## src/rtl/core/gsf_pkg.sv

```systemverilog
`default_nettype none

package gsf_pkg;

    typedef enum logic [2:0] {
        CLS_CONTROL,
        CLS_GRAPHIC,
        CLS_DIGIT,
        CLS_TRAIL,
        CLS_LEAD,
        CLS_INVALID
    } t_cls;

    typedef enum logic [1:0] {
        RK_SINGLE    = 2'd0,
        RK_TWO       = 2'd1,
        RK_FOUR      = 2'd2,
        RK_MALFORMED = 2'd3
    } t_rkind;

    // phase equals the number of pending bytes
    typedef enum logic [1:0] {
        PH_EMPTY = 2'd0,
        PH_ONE   = 2'd1,
        PH_TWO   = 2'd2,
        PH_THREE = 2'd3
    } t_phase;

    localparam logic [7:0] ZONE_MIN = 8'hA1;

    typedef struct packed {
        logic        valid;
        t_rkind      kind;
        logic [31:0] code;
        logic [2:0]  count;
        logic        zone;
    } t_result;

endpackage

`default_nettype wire

```

## src/rtl/core/gb18030_sequence_framer.sv

```systemverilog
`default_nettype none

// Channel  Dir  tdata (low bit up)                     tuser (low bit up)
// s        in   [7:0] byte_value                       [0] kind (1 = flush)
// m        out  [31:0] code_bytes, [34:32] byte_count  [1:0] result_kind,
//               [39:35] zero                           [2] gb2312_zone
//
// One request per cycle sustained while the output is not stalled; each
// byte is held in the input register, and any result it closes is written
// to the output register on the edge at which the byte leaves it.
// Reset (synchronous, active low) clears the phase and both valid flags.
// A stalled output holds the result; the input side keeps taking requests
// until the input register is also full.
module gb18030_sequence_framer (
    input  wire logic        i_clk,
    input  wire logic        i_rst_n,
    input  wire logic        i_s_tvalid,
    output logic             o_s_tready,
    input  wire logic [7:0]  i_s_tdata,   // [7:0] byte_value
    input  wire logic [0:0]  i_s_tuser,   // [0] kind
    output logic             o_m_tvalid,
    input  wire logic        i_m_tready,
    output logic [39:0]      o_m_tdata,   // [31:0] code_bytes, [34:32] byte_count
    output logic [2:0]       o_m_tuser    // [1:0] result_kind, [2] gb2312_zone
);
    import gsf_pkg::*;

    logic        r_in_valid;
    logic        r_in_flush;
    logic [7:0]  r_in_byte;
    logic        r_out_valid;
    logic [31:0] r_out_code;
    logic [2:0]  r_out_count;
    t_rkind      r_out_kind;
    logic        r_out_zone;
    logic        w_out_ready;
    logic        w_in_fire;
    t_result     w_result;

    assign w_out_ready = !r_out_valid || i_m_tready;
    assign w_in_fire   = r_in_valid && w_out_ready;
    assign o_s_tready  = !r_in_valid || w_out_ready;

    always_ff @(posedge i_clk) begin
        if (!i_rst_n) begin
            r_in_valid <= 1'b0;
        end else if (o_s_tready) begin
            r_in_valid <= i_s_tvalid;
        end
    end

    always_ff @(posedge i_clk) begin
        if (o_s_tready && i_s_tvalid) begin
            r_in_flush <= i_s_tuser[0];
            r_in_byte  <= i_s_tdata;
        end
    end

    gsf_step u_step (
        .i_clk    (i_clk),
        .i_rst_n  (i_rst_n),
        .i_fire   (w_in_fire),
        .i_flush  (r_in_flush),
        .i_byte   (r_in_byte),
        .o_result (w_result)
    );

    always_ff @(posedge i_clk) begin
        if (!i_rst_n) begin
            r_out_valid <= 1'b0;
        end else if (w_out_ready) begin
            r_out_valid <= w_in_fire && w_result.valid;
        end
    end

    always_ff @(posedge i_clk) begin
        if (w_in_fire && w_result.valid) begin
            r_out_code  <= w_result.code;
            r_out_count <= w_result.count;
            r_out_kind  <= w_result.kind;
            r_out_zone  <= w_result.zone;
        end
    end

    assign o_m_tvalid = r_out_valid;
    assign o_m_tdata  = {5'b00000, r_out_count, r_out_code};
    assign o_m_tuser  = {r_out_zone, r_out_kind};

    a_count_range: assert property (@(posedge i_clk) disable iff (!i_rst_n)
        r_out_valid |-> (r_out_count >= 3'd1 && r_out_count <= 3'd4))
        else $error("byte count out of range");

    a_zone_two: assert property (@(posedge i_clk) disable iff (!i_rst_n)
        (r_out_valid && r_out_zone) |-> (r_out_kind == RK_TWO))
        else $error("zone flag on a result that is not a two-byte code");

    a_kind_count: assert property (@(posedge i_clk) disable iff (!i_rst_n)
        (r_out_valid && r_out_kind == RK_FOUR) |-> (r_out_count == 3'd4))
        else $error("four-byte code with wrong byte count");

    a_flush_empty: assert property (@(posedge i_clk) disable iff (!i_rst_n)
        (w_in_fire && r_in_flush && !w_result.valid) |=> !r_out_valid)
        else $error("flush with nothing pending produced a result");

endmodule

`default_nettype wire

```

## src/rtl/core/gsf_classify.sv

```systemverilog
`default_nettype none

module gsf_classify (
    input  wire logic [7:0]   i_byte,
    output gsf_pkg::t_cls     o_cls
);
    import gsf_pkg::*;

    always_comb begin
        if (i_byte == 8'hFF) begin
            o_cls = CLS_INVALID;
        end else if (i_byte >= 8'h81) begin
            o_cls = CLS_LEAD;
        end else if (i_byte == 8'h80) begin
            o_cls = CLS_TRAIL;
        end else if (i_byte == 8'h7F || i_byte < 8'h20) begin
            o_cls = CLS_CONTROL;
        end else if (i_byte >= 8'h40) begin
            o_cls = CLS_TRAIL;
        end else if (i_byte >= 8'h30 && i_byte <= 8'h39) begin
            o_cls = CLS_DIGIT;
        end else begin
            o_cls = CLS_GRAPHIC;
        end
    end

endmodule

`default_nettype wire

```

## src/rtl/core/gsf_step.sv

```systemverilog
`default_nettype none

module gsf_step (
    input  wire logic         i_clk,
    input  wire logic         i_rst_n,
    input  wire logic         i_fire,
    input  wire logic         i_flush,
    input  wire logic [7:0]   i_byte,
    output gsf_pkg::t_result  o_result
);
    import gsf_pkg::*;

    t_phase      r_phase;
    t_phase      n_phase;
    logic [23:0] r_pending;
    logic [23:0] n_pending;
    t_cls        w_cls;
    logic [31:0] w_joined;
    logic        w_zone;

    gsf_classify u_classify (
        .i_byte (i_byte),
        .o_cls  (w_cls)
    );

    assign w_joined = {r_pending, i_byte};
    assign w_zone   = (r_pending[7:0] >= ZONE_MIN) && (i_byte >= ZONE_MIN);

    always_ff @(posedge i_clk) begin
        if (!i_rst_n) begin
            r_phase <= PH_EMPTY;
        end else if (i_fire) begin
            r_phase <= n_phase;
        end
    end

    always_ff @(posedge i_clk) begin
        if (i_fire) begin
            r_pending <= n_pending;
        end
    end

    always_comb begin
        n_phase        = PH_EMPTY;
        n_pending      = r_pending;
        o_result.valid = 1'b1;
        o_result.kind  = RK_MALFORMED;
        o_result.code  = {8'h00, r_pending};
        o_result.count = {1'b0, r_phase};
        o_result.zone  = 1'b0;
        if (i_flush) begin
            // flush pending bytes; nothing pending gives no result
            o_result.valid = (r_phase != PH_EMPTY);
        end else begin
            unique case (r_phase)
                PH_EMPTY: begin
                    o_result.code  = {24'h000000, i_byte};
                    o_result.count = 3'd1;
                    if (w_cls == CLS_LEAD) begin
                        o_result.valid = 1'b0;
                        n_pending      = {16'h0000, i_byte};
                        n_phase        = PH_ONE;
                    end else if (w_cls != CLS_INVALID) begin
                        o_result.kind = RK_SINGLE;
                    end
                end
                PH_ONE: begin
                    o_result.code  = {16'h0000, w_joined[15:0]};
                    o_result.count = 3'd2;
                    if (w_cls == CLS_TRAIL || w_cls == CLS_LEAD) begin
                        o_result.kind = RK_TWO;
                        o_result.zone = w_zone;
                    end else if (w_cls == CLS_DIGIT) begin
                        o_result.valid = 1'b0;
                        n_pending      = {8'h00, w_joined[15:0]};
                        n_phase        = PH_TWO;
                    end
                end
                PH_TWO: begin
                    o_result.code  = {8'h00, w_joined[23:0]};
                    o_result.count = 3'd3;
                    if (w_cls == CLS_LEAD) begin
                        o_result.valid = 1'b0;
                        n_pending      = w_joined[23:0];
                        n_phase        = PH_THREE;
                    end
                end
                PH_THREE: begin
                    o_result.code  = w_joined;
                    o_result.count = 3'd4;
                    if (w_cls == CLS_DIGIT) begin
                        o_result.kind = RK_FOUR;
                    end
                end
                default: begin
                    o_result.valid = 1'b0;
                end
            endcase
        end
    end

endmodule

`default_nettype wire

```

## config.mk

```make
export PLATFORM = sky130hd
export DESIGN_NAME = gb18030_sequence_framer
export DESIGN_NICKNAME = d
export VERILOG_FILES = /design/src/rtl/core/gsf_pkg.sv /design/src/rtl/core/gb18030_sequence_framer.sv /design/src/rtl/core/gsf_classify.sv /design/src/rtl/core/gsf_step.sv
export SDC_FILE = /design/constraint.sdc
export NUM_CORES = 1
export LEC_CHECK = 0
export ABC_CLOCK_PERIOD_IN_PS = 7700
export BUFFER_PORTS_ARGS = -buffer_cell sky130_fd_sc_hd__buf_2
export CORE_AREA = 2 2 78 80
export CTS_BUF_LIST = sky130_fd_sc_hd__clkbuf_16
export DETAILED_ROUTE_END_ITERATION = 6
export DIE_AREA = 0 0 80 82
export HOLD_SLACK_MARGIN = 0.03
export PLACE_DENSITY_LB_ADDON = 0.1
export SLEW_MARGIN = 10
export SYNTH_ARGS = -nofsm -noshare
export SYNTH_HDL_FRONTEND = slang
export SYNTH_HIERARCHICAL = 1
export SYNTH_SLANG_ARGS = --single-unit
export TNS_END_PERCENT = 100
```

## constraint.sdc

```tcl
create_clock -name i_clk -period 7.7 [get_ports i_clk]
set_input_delay 0.385 -clock i_clk [delete_from_list [all_inputs] [get_ports i_clk]]
set_output_delay 0.385 -clock i_clk [all_outputs]
set_load 0.02 [all_outputs]
```

== Word level (Yosys, flattened, before mapping) ==
Index checks and enable logic that the tools add are counted.

* Bits in registers: 75
* Input bits: 13
* Output and inout port bits: 45

* Magnitude comparators: 7
* Equality and inequality tests: 14
* Multiplexer cells: 31
* Bitwise logic cells: 3
* Reductions and logical operators: 17

{| class="wikitable"
|+ Operator list
! operator !! number
|-
| 35-bit one-hot mux with 4 select lines || 1
|-
| 24-bit 2-to-1 mux || 4
|-
| 24-bit one-hot mux with 3 select lines || 1
|-
| 28-bit 2-to-1 mux || 1
|-
| 8-bit greater-or-equal comparator, second input constant || 3
|-
| 2-bit 2-to-1 mux || 11
|-
| 8-bit == test, second input constant || 2
|-
| 2-bit one-hot mux with 3 select lines || 2
|-
| 8-bit by 7-bit == test with 1-bit output, second input constant || 1
|-
| 8-bit by 6-bit greater-or-equal comparator with 1-bit output, second input constant || 1
|-
| 8-bit by 7-bit greater-or-equal comparator with 1-bit output, second input constant || 1
|-
| 8-bit by 6-bit less-or-equal comparator with 1-bit output, second input constant || 1
|-
| 8-bit by 6-bit < comparator with 1-bit output, second input constant || 1
|-
| 1-bit 2-to-1 mux || 8
|-
| 7-bit AND reduction || 1
|-
| 3-bit by 2-bit == test with 1-bit output, second input constant || 2
|-
| 3-bit 2-to-1 mux || 2
|-
| 2-bit by 1-bit inequality test with 1-bit output, second input constant || 3
|-
| 1-bit logical AND || 5
|-
| 2-bit == test, second input constant || 2
|-
| 1-bit logical OR || 4
|-
| 3-bit == test, second input constant || 1
|-
| 3-bit inequality test, second input constant || 1
|-
| 1-bit inverter || 3
|-
| other kinds (9) || 10
|}

== Logic depth before layout (Yosys ltp) ==
Gate-level depths: netlist (run 1).

* Depth after elaboration: 14
* Gate-level depth with buffers: 9
* Mapped depth without buffers: 9

== Modules after synthesis ==
Netlist (run 1), hierarchy kept.

{| class="wikitable"
|+ By module, submodules not included
! module !! times used !! cells each !! area each (µm²) !! seq. area each (µm²)
|-
| gsf_step || 1 || 133 || 1579.0 || 760.7
|-
| gb18030_sequence_framer || 1 || 67 || 1572.8 || 1451.4
|-
| gsf_classify || 1 || 19 || 106.4 || 0.0
|}

== Worst setup path before layout (run 1) ==
Ideal clock, no wire load.

* Path type: register -> register
* From: register r_in_byte[6]
* To: register r_out_code[0] (enable)
* Library setup time: 0.433 ns
* Data arrival time: 3.377 ns
* Data required time: 7.267 ns
* Setup slack: 3.889 ns
* Cell stages (with the launch flop): 10
* Cell sequence: edfxtp_1 nor4_1 nand2_1 and2_1 a21oi_1 nor3b_2 o21bai_1 a221o_1 nand2_1 nor2_1

{| class="wikitable"
|+ RTL lines
! item !! RTL line !! text
|-
| from (decl) || gb18030_sequence_framer.sv:30 || <nowiki>logic [7:0] r_in_byte;</nowiki>
|-
| from (signal assigned) || gb18030_sequence_framer.sv:55 || <nowiki>r_in_byte <= i_s_tdata;</nowiki>
|-
| to (signal assigned) || gb18030_sequence_framer.sv:78 || <nowiki>r_out_code <= w_result.code;</nowiki>
|-
| to (decl) || gb18030_sequence_framer.sv:32 || <nowiki>logic [31:0] r_out_code;</nowiki>
|}

==> flow_metrics.tcl, run 1 <==
set metrics [dict create \
    outcome "completed" \
    layout.nets 296 \
    leakagePower_uw 0.00139 \
    seq_area_frac_synth 0.679 \
    dp_worst_setup_slack_ns 4.40 \
    setup_slack_ns 4.40 \
    grt_pass1_wl_mm 8.56 \
    ys_ff_latch 75 \
    async_reset_ff_frac 0 \
    skew_ns 0.00520 \
    row_count 28 \
    hold_class "in -> reg" \
    yosysTopAreaCell "edfxtp_1" \
    ctsResizeCount 0 \
    syn_avg_cell_area_um2 14.9 \
    n_antenna_cell 0 \
    p_switching_uw 190 \
    end_kind "flop" \
    cp.arrival_ns 3.24 \
    place_congestion 0.795 \
    pwr-share-comb 0.056 \
    synthFlopType "edfxtp_1" \
    wl_per_cell_um 15.3 \
    setup_tns_ns 0 \
    critPathSlowestCell "nor2_4" \
    cts_setup_buffers 0 \
    grt-busiest-layer "met2" \
    postSynthCellCount 219 \
    io_pins 58 \
    finalNonFillerCells 356 \
    crit_fanout 38 \
    vias 1933 \
    start_util 0.567 \
    slew-limit-headroom 0.308 \
    portBuffers 52 \
    grt_max_degree 40 \
    critPathBufInv 0 \
    grtUsageTotal 0.179 \
    finalSetupViolations 0 \
    synth_warnings 6 \
    worst_path_dominant_cell_family "simple AND/OR/NAND/NOR gates" \
    startpoint_type "flop" \
    layout-drive-gt1-share 0.324 \
    cts_buffers 9 \
    synth-edff-count 71 \
    grt_use_met3 0.0462 \
    fin_crit_ns 3.30 \
    dieArea_um2 6560 \
    die_h_um 82 \
    power_frac_clock 0.434 \
    ant_nets 0 \
    h-tree-depth 3 \
    yosysUniqueCellTypes 44 \
    p_per_area_nw_per_um2 236 \
    cp_common_cell "nand2_1" \
    fmax_mhz 303 \
    die_width_um 80 \
    cts_tree "yes" \
    synth_area_leaders "edfxtp_1 (65%), and2_1 (5.0%), a22o_1 (4.3%), mux2_2 (2.8%), dfxtp_1 (2.5%)" \
    path_cells "nor4_1, nand2_1, and2_1, a21oi_1, nor3b_2, o21bai_1, a221o_1, nand2_1, nor2_4" \
    ir_drop_mv 0.156 \
    required_ns 7.64 \
    layout.cells.most_common_list "edfxtp_1 (71), buf_2 (52), and2_1 (26)" \
    cpPeakStageDelay_ns 0.79 \
    final_common_cell "edfxtp_1" \
    dp_hpwl_mm 3.60 \
    clockBufferDepth 2 \
    p_sw_frac 0.208 \
    holdBufCountCts 0 \
    synth_top_area_share 0.654 \
    use_met1 0.234 \
    overflow 0 \
    grt_setup_unrepaired "false" \
    drc 0 \
    via_per_inst 5.43 \
    drv_slew 0 \
    design.core.area_um2 5750 \
    p_seq_frac 0.510 \
    root_buffer "clkbuf_16" \
    drv_cap 0 \
    use_met2 0.286 \
    clk_pin_slew_ns 0.05 \
    antenna_found_initial 0 \
    clock_sinks 75 \
    period_share 0.429 \
    grt_pass1_vias 1740 \
    clk_latency_ns 0.32 \
    first_pass_iters 4 \
    finalHoldViolCount 0 \
    finalWirelength_mm 5.45 \
    synthesis.area_um2 3260 \
    p_int_uw 725 \
    critPathKind "reg -> reg" \
    drtIter0Drc 94 \
    area_growth_pct 19.0 \
    worst_slew_pin_slew_ns 1.03 \
    dp.cells 341 \
]
-- cells by family (layout without fill, tap and decap cells) --
kind of cell    count (synthesis)  count (layout)  share of synthesized area
buf+inv                        16              74                     0.0265
other cells                     1               5                    0.00115
compound gates                 40              40                     0.0975
mux                             8               8                     0.0277
fa+ha+maj                       6               6                     0.0230
flops                          75              75                      0.679
simple gates                   73              73                      0.145
-- synthesized netlist by cell type, types with 2 or more instances --
library cell and instances:
a2111oi_2 2, a211oi_1 2, a21boi_1 3, a21oi_1 4, a22o_1 16, and2_1 26, and3b_2 2, buf_2 3
buf_4 6, dfxtp_1 4, edfxtp_1 71, ha_1 6, inv_1 5, mux2_2 8, nand2_1 10, nor2_1 7
nor2b_1 5, nor3_1 3, nor3_2 3, nor3b_2 3, o21ai_0 4, o21ai_1 2, o21bai_1 2, or4_1 2
-- registers in the layout, summed over array words and instances (netlist names), 2 cells and up --
signal            count
r_out_code           32
u_step/r_pending     24
r_in_byte             8
r_out_count           3
r_out_kind            2
u_step/r_phase        2
-- per-stage QoR --
step / area, um^2 / hold WS [ns] / power (uW) / util
final: 3880 / 0.237 / 915 / 0.675
after global routing: 3880 / 0.224 / 947 / 0.675
after CTS: 3880 / 0.226 / 921 / 0.675
after detailed placement: 3590 / 0.502 / 527 / 0.626
after global placement: 3590 / 0.492 / 525 / 0.626
after floorplan: 3270 / 0.463 / 512 / -
-- per-layer routing --
metal / vias up / wire length, um
met4: 0 / 50
met1: 926 / 2420
met5: - / 0
met2: 67 / 2680
met3: 5 / 295
li1: 935 / -
-- layout make-up --
class	count	area, um^2
Timing Repair Buffer	54	275
Tap cell	75	93.8
Clock buffer	9	225
Clock inverter	6	57.6
Fill cell	434	1870
Multi-Input combinational cell	132	995
Inverter	5	18.8
Sequential cell	75	2210
-- worst paths after layout --
| check | start | endpoint | slack [ns] | depth (start not counted) |
|---|---|---|---|---|
| min | i_s_tdata[1] | r_in_byte[1] | 0.24 | 1 |
| max | r_in_byte[5] | r_out_code[0] | 4.40 | 9 |
| max reg2reg | r_in_byte[5] | r_out_code[0] | 4.40 | 9 |
| min reg2reg | r_in_valid | r_in_valid | 0.50 | 2 |
-- power groups by stage --
stage          logic, uW  clock network, uW  registers [uW]
6_report            51.7                397             466
2_1_floorplan       30.0                  0             482
5_1_grt             56.5                423             468
4_1_cts             52.2                403             466
3_3_place_gp        51.4                  0             474
3_5_place_dp        52.0                  0             475
(Power assumes the default switching activity.)
==> run 2, diff against run 1 <==
--- a/config.mk
+++ b/config.mk
@@ -5,12 +5,12 @@
 export SDC_FILE = /design/constraint.sdc
 export NUM_CORES = 1
 export LEC_CHECK = 0
-export ABC_CLOCK_PERIOD_IN_PS = 7700
+export ABC_CLOCK_PERIOD_IN_PS = 3200
 export BUFFER_PORTS_ARGS = -buffer_cell sky130_fd_sc_hd__buf_2
-export CORE_AREA = 2 2 78 80
+export CORE_AREA = 2 2 80 82
 export CTS_BUF_LIST = sky130_fd_sc_hd__clkbuf_16
 export DETAILED_ROUTE_END_ITERATION = 6
-export DIE_AREA = 0 0 80 82
+export DIE_AREA = 0 0 82 84
 export HOLD_SLACK_MARGIN = 0.03
 export PLACE_DENSITY_LB_ADDON = 0.1
 export SLEW_MARGIN = 10
==> constraint.sdc (replaced) <==
create_clock -name i_clk -period 3.2 [get_ports i_clk]
set_input_delay 0.16 -clock i_clk [delete_from_list [all_inputs] [get_ports i_clk]]
set_output_delay 0.16 -clock i_clk [all_outputs]
set_load 0.02 [all_outputs]
==> flow_metrics.tcl, run 2 (synthesis gave the netlist of run 1 again) <==
set metrics [dict create \
    dp_hpwl_mm 3.68 \
    placed_area_um2 3630 \
    multiInputGateArea_um2 1010 \
    power_frac_clock 0.430 \
    clockBufferDepth 2 \
    via_per_inst 5.35 \
    ant_nets 0 \
    leakagePower_uw 0.00147 \
    top_register "r_out_code" \
    p_switching_uw 462 \
    worstHoldStart "i_s_tvalid" \
    critPathBufInv 2 \
    clock_sinks 75 \
    drv_cap 0 \
    critPathSlowestCell "edfxtp_1" \
    final_util 0.661 \
    cp.arrival_ns 3.01 \
    grt_pass1_vias 1933 \
    clk_pin_slew_ns 0.06 \
    outcome "completed" \
    layout.cells.most_common_list "edfxtp_1 (71), buf_2 (52), and2_1 (26)" \
    root_buffer "clkbuf_16" \
    cts_buffers 9 \
    skew_ns 0.00931 \
    dp.cells 347 \
    first_pass_iters 4 \
    layout-drive-gt1-share 0.331 \
    cpPeakStageDelay_ns 0.48 \
    overflow 0 \
    worst_path_dominant_cell_family "simple AND/OR/NAND/NOR gates" \
    startpoint_type "flop" \
    regArea_um2 2210 \
    grt_pass1_wl_mm 9.51 \
    cts_tree "yes" \
    h-tree-depth 3 \
    required_ns 3.19 \
    portBuffers 52 \
    period_share 0.944 \
    area_growth_pct 23.7 \
    worstSetupStartpoint "r_in_byte[6]" \
    hold_class "in -> reg" \
    largest_reg_flops 32 \
    path_cells "nor4_1, nand2_1, and2_1, a21oi_1, buf_4, nor3b_2, nand2_1, a2111oi_4, buf_4" \
    p_seq_frac 0.505 \
    slew-limit-headroom 0.512 \
    fin_crit_ns 3.02 \
    wl_per_cell_um 16.0 \
    grt_max_degree 25 \
    finalNonFillerCells 373 \
    p_per_area_nw_per_um2 551 \
    drc 0 \
    io_pins 58 \
    antenna_found_initial 0 \
    place_congestion 0.777 \
    finalSetupViolations 0 \
    drtIter0Drc 100 \
    final_common_cell "edfxtp_1" \
    start_util 0.534 \
    p_sw_frac 0.208 \
    whs_ns 0.0454 \
    ir_drop_mv 0.412 \
    grtUsageTotal 0.190 \
    drv_slew 0 \
    die_h_um 84 \
    pwr-share-comb 0.065 \
    final_area_um2 4030 \
    clk_latency_ns 0.32 \
    r2r_setup_slack_ns 0.18 \
    fmax_mhz 331 \
    end_kind "flop" \
    die_width_um 82 \
    top_regs "r_out_code (32), u_step/r_pending (24), r_in_byte (8)" \
    nFillCells 451 \
    dieArea_um2 6890 \
    row_count 29 \
    finalWirelength_mm 5.96 \
    design.core.area_um2 6100 \
    critPathKind "reg -> reg" \
    finalHoldViolCount 0 \
    grt_setup_unrepaired "false" \
    vias 1996 \
    p_int_uw 1760 \
    n_antenna_cell 0 \
    crit_fanout 24 \
    worst_slew_pin_slew_ns 0.731 \
    layout.nets 311 \
    r2r_start "r_in_byte[6]" \
    p_total_uw 2220 \
]
==> run 2: final timing paths <==
path | end | depth (start not counted)
min reg2reg | o_m_tvalid | 2
max reg2reg | u_step/r_pending[4] | 9
max | u_step/r_pending[4] | 9
min | r_in_valid | 3
==> run 2: per-stage QoR <==
stage                     worst slack, ns  setup TNS, ns
after floorplan                   -0.0519          -1.97
after CTS                           0.179              0
after detailed placement           0.0413              0
after global placement              0.167              0
final                               0.179              0
after global routing              0.00680              0
==> run 2: power by group through the flow <==
stage | Sequential [uW] | Combinational (uW) | Clock [uW]
2_1_floorplan | 1160 | 73.7 | 0
3_3_place_gp | 1140 | 128 | 0
3_5_place_dp | 1140 | 130 | 0
4_1_cts | 1120 | 142 | 968
5_1_grt | 1130 | 155 | 1010
6_report | 1120 | 144 | 954
==> run 2: layout make-up <==
type,instances,share of cell area
Sequential cell,75,0.549
Multi-Input combinational cell,133,0.250
Timing Repair Buffer,68,0.103
Clock buffer,9,0.0559
Tap cell,77,0.0239
Clock inverter,6,0.0143
Inverter,5,0.00466
==> run 2: metal layers <==
| layer | GRT usage | wire length (um) | vias up |
|---|---|---|---|
| li1 | - | - | 971 |
| met1 | 0.259 | 2630 | 953 |
| met2 | 0.293 | 2950 | 65 |
| met3 | 0.0498 | 312 | 7 |
| met4 | 0.0697 | 75 | 0 |
| met5 | 0 | 0 | - |
==> run 2: worst register-to-register path: cells and delay by family, from the launching register on <==
kind	cells	cell delay (ns)
AND/OR/NAND/NOR	5	1.10
AO/OA/AOI/OAI	2	0.57
buffers and inverters	2	0.54
flip-flops	1	0.48
==> run 2: timing repair <==
item	CTS	global route
setup endpoints to repair	38	19
gates cloned	1	0
hold buffers	9	0
resized for setup	1	0
hold endpoints to repair	9	0
setup buffers	0	1
pin swaps	0	1
==> run 3, diff against run 2 <==
--- a/config.mk
+++ b/config.mk
@@ -5,12 +5,13 @@
 export SDC_FILE = /design/constraint.sdc
 export NUM_CORES = 1
 export LEC_CHECK = 0
+export ABC_AREA = 1
 export ABC_CLOCK_PERIOD_IN_PS = 3200
 export BUFFER_PORTS_ARGS = -buffer_cell sky130_fd_sc_hd__buf_2
-export CORE_AREA = 2 2 80 82
+export CORE_AREA = 2 2 81 83
 export CTS_BUF_LIST = sky130_fd_sc_hd__clkbuf_16
 export DETAILED_ROUTE_END_ITERATION = 6
-export DIE_AREA = 0 0 82 84
+export DIE_AREA = 0 0 83 85
 export HOLD_SLACK_MARGIN = 0.03
 export PLACE_DENSITY_LB_ADDON = 0.1
 export SLEW_MARGIN = 10
==> flow_metrics.tcl, run 3 <==
set metrics [dict create \
    slew-limit-headroom 0.618 \
    finalHoldViolCount 0 \
    r2r_cells 16 \
    critPathSlowestCell "edfxtp_1" \
    largest_reg_flops 32 \
    skew_ns 0.00906 \
    async_reset_ff_frac 0 \
    postSynthCellCount 298 \
    crit_fanout 27 \
    wl_per_cell_um 13.3 \
    area_growth_pct 23.0 \
    top_regs "r_out_code (32), u_step/r_pending (24), r_in_byte (8)" \
    nFillCells 493 \
    grt_setup_unrepaired "false" \
    period_share 0.776 \
    ys_ff_latch 75 \
    clk_pin_slew_ns 0.05 \
    grt_max_degree 28 \
    synth_area_leaders "edfxtp_1 (65%), inv_1 (6.7%), nand2_1 (5.7%), nor2_1 (3.3%), o22ai_1 (3.0%)" \
    grt_pass1_vias 2176 \
    seq_area_frac_synth 0.674 \
    setup_slack_ns 0.717 \
    cts_tree "yes" \
    layout.cells.most_common_list "edfxtp_1 (71), inv_1 (60), buf_2 (52)" \
    p_switching_uw 480 \
    clk_latency_ns 0.33 \
    synth_common_cells "edfxtp_1 (71), inv_1 (59), nand2_1 (50), nor2_1 (29), o22ai_1 (16)" \
    hold_end "u_step/r_phase[1]" \
    worst_slew_pin_slew_ns 0.572 \
    ctsResizeCount 0 \
    fin_crit_ns 2.48 \
    first_pass_iters 5 \
    startpoint_type "flop" \
    whs_path_depth 3 \
    whs_ns 0.0635 \
    io_pins 58 \
    drv_cap 0 \
    root_buffer "clkbuf_16" \
    finalSetupViolations 0 \
    start_util 0.529 \
    synth.most_common_cell "edfxtp_1" \
    vias 2230 \
    syn_avg_cell_area_um2 11.0 \
    p_seq_frac 0.485 \
    worst_path_dominant_cell_family "simple AND/OR/NAND/NOR gates" \
    drv_slew 0 \
    path_cells "inv_2, nand2_2, nor2_1, o21ai_1, nand2_1, nand2_1, nor2_2, inv_1, nand3_1, nand2_1, nand2_1, o21ai_0, inv_1, inv_1, nor3_4, buf_4" \
    hold_class "in -> reg" \
    design.core.area_um2 6200 \
    synth_warnings 6 \
    r2r-end "r_out_code[24]" \
    place_congestion 0.822 \
    grt_pass1_wl_mm 10.0 \
    cp.arrival_ns 2.48 \
    synth-edff-count 71 \
    via_per_inst 4.96 \
    p_int_uw 1830 \
    p_sw_frac 0.208 \
    antenna_found_initial 0 \
    ir_drop_mv 0.391 \
    synthesis.area_um2 3280 \
    cp_common_cell "nand2_1" \
    cpPeakStageDelay_ns 0.50 \
    dp_worst_setup_slack_ns 0.720 \
    layout-drive-gt1-share 0.239 \
    final_common_cell "edfxtp_1" \
    critPathBufInv 5 \
    die_width_um 83 \
    outcome "completed" \
    dp_hpwl_mm 3.88 \
    r2r_start "r_in_byte[6]" \
    layout.nets 388 \
    clock_sinks 75 \
    ant_nets 0 \
    h-tree-depth 3 \
    drc 0 \
    drtIter0Drc 257 \
    pwr-share-comb 0.061 \
    p_per_area_nw_per_um2 571 \
    dieArea_um2 7060 \
    finalWirelength_mm 6.01 \
    fmax_mhz 403 \
    required_ns 3.19 \
    critPathKind "reg -> reg" \
    die_h_um 85 \
    yosysUniqueCellTypes 25 \
    portBuffers 52 \
    grtUsageTotal 0.184 \
    leakagePower_uw 0.00183 \
    cts_buffers 9 \
    r2r_setup_slack_ns 0.72 \
    power_frac_clock 0.454 \
    row_count 29 \
    overflow 0 \
    worstHoldStart "i_rst_n" \
    synthFlopType "edfxtp_1" \
    end_kind "flop" \
    clockBufferDepth 2 \
    n_antenna_cell 0 \
    yosysTopAreaCell "edfxtp_1" \
    synth_top_area_share 0.649 \
    setup_tns_ns 0 \
    top_register "r_out_code" \
]
==> run 3: cell count changes after synthesis, moves of 5 or more <==
| cell | before | now |
|---|---|---|
| a22o_1 | 16 | 0 |
| and2_1 | 26 | 0 |
| o22ai_1 | 0 | 16 |
| nand3_1 | 1 | 11 |
| inv_1 | 5 | 59 |
| o21ai_1 | 2 | 7 |
| nor2_1 | 7 | 29 |
| nand2_1 | 10 | 50 |
| nor2b_1 | 5 | 0 |
| mux2_2 | 8 | 0 |
==> run 3: area by class of cell <==
cell class              count  area, um^2  area share
flip-flops and latches     75        2210       0.548
multi-input cells         154         800       0.198
repair buffers             66         388      0.0960
inverters                  63         236      0.0585
clock buffers               9         225      0.0557
well taps                  77        96.3      0.0238
clock inverters             6        82.6      0.0204
==> run 3: worst reg2reg max path, delay by kind of cell (launching register included) <==
family	cells	cell delay (ns)
compound gates	2	0.16
buf+inv	5	0.64
flops	1	0.50
simple gates	9	0.84
==> run 3: worst max path at each step <==
| stage | to | slack, ns | from | depth (start not counted) |
|---|---|---|---|---|
| CTS | r_out_code[25] | 0.69 | u_step/r_phase[0] | 10 |
| detailed placement | r_out_code[26] | 0.72 | r_in_byte[6] | 16 |
| global route | r_out_code[24] | 0.41 | r_in_byte[7] | 16 |
| floorplan | r_out_code[0] | 0.40 | r_in_byte[6] | 13 |
| finish | r_out_code[24] | 0.72 | r_in_byte[6] | 16 |
| global placement | r_out_code[18] | 0.80 | r_in_byte[6] | 16 |
==> run 3: power by group through the flow <==
stage | clock network [uW] | registers (uW) | logic [uW]
floorplan | 0 | 1160 | 74.3
global placement | 0 | 1140 | 131
detailed placement | 0 | 1140 | 132
CTS | 1060 | 1120 | 141
global route | 1100 | 1120 | 157
finish | 1050 | 1120 | 142
==> run 3: per-layer routing <==
layer / global-route usage / part of all wire / wire (um) / vias to the layer above
li1: - / - / - / 1123
met1: 0.226 / 0.44 / 2620 / 997
met2: 0.299 / 0.47 / 2820 / 98
met3: 0.0516 / 0.071 / 426 / 12
met4: 0.0924 / 0.023 / 138 / 0
met5: 0 / 0 / 0 / -
==> run 3: per-stage QoR <==
step | area, um^2 | std cells | power [uW] | utilization
after floorplan | 3310 | 302 | 1230 | -
after global placement | 3640 | 426 | 1270 | 0.587
after detailed placement | 3640 | 426 | 1270 | 0.587
after CTS | 4040 | 450 | 2320 | 0.651
after global routing | 4040 | 450 | 2380 | 0.651
final | 4040 | 450 | 2310 | 0.651
==> run 3: timing repair <==
item / 4_1_cts / 5_1_grt
hold buffers: 9 / 0
setup buffers: 0 / 0
endpoints found under the hold margin: 9 / 0
==> run 3: logic make-up after synthesis <==
logic type / count (synthesis) / share of synthesized area
DFF: 75 / 0.674
adders and majority gates: 6 / 0.0229
other: 1 / 0.00114
AOI/OAI and AO/OA: 38 / 0.0762
and+or+nand+nor: 105 / 0.134
buffers and inverters: 73 / 0.0918
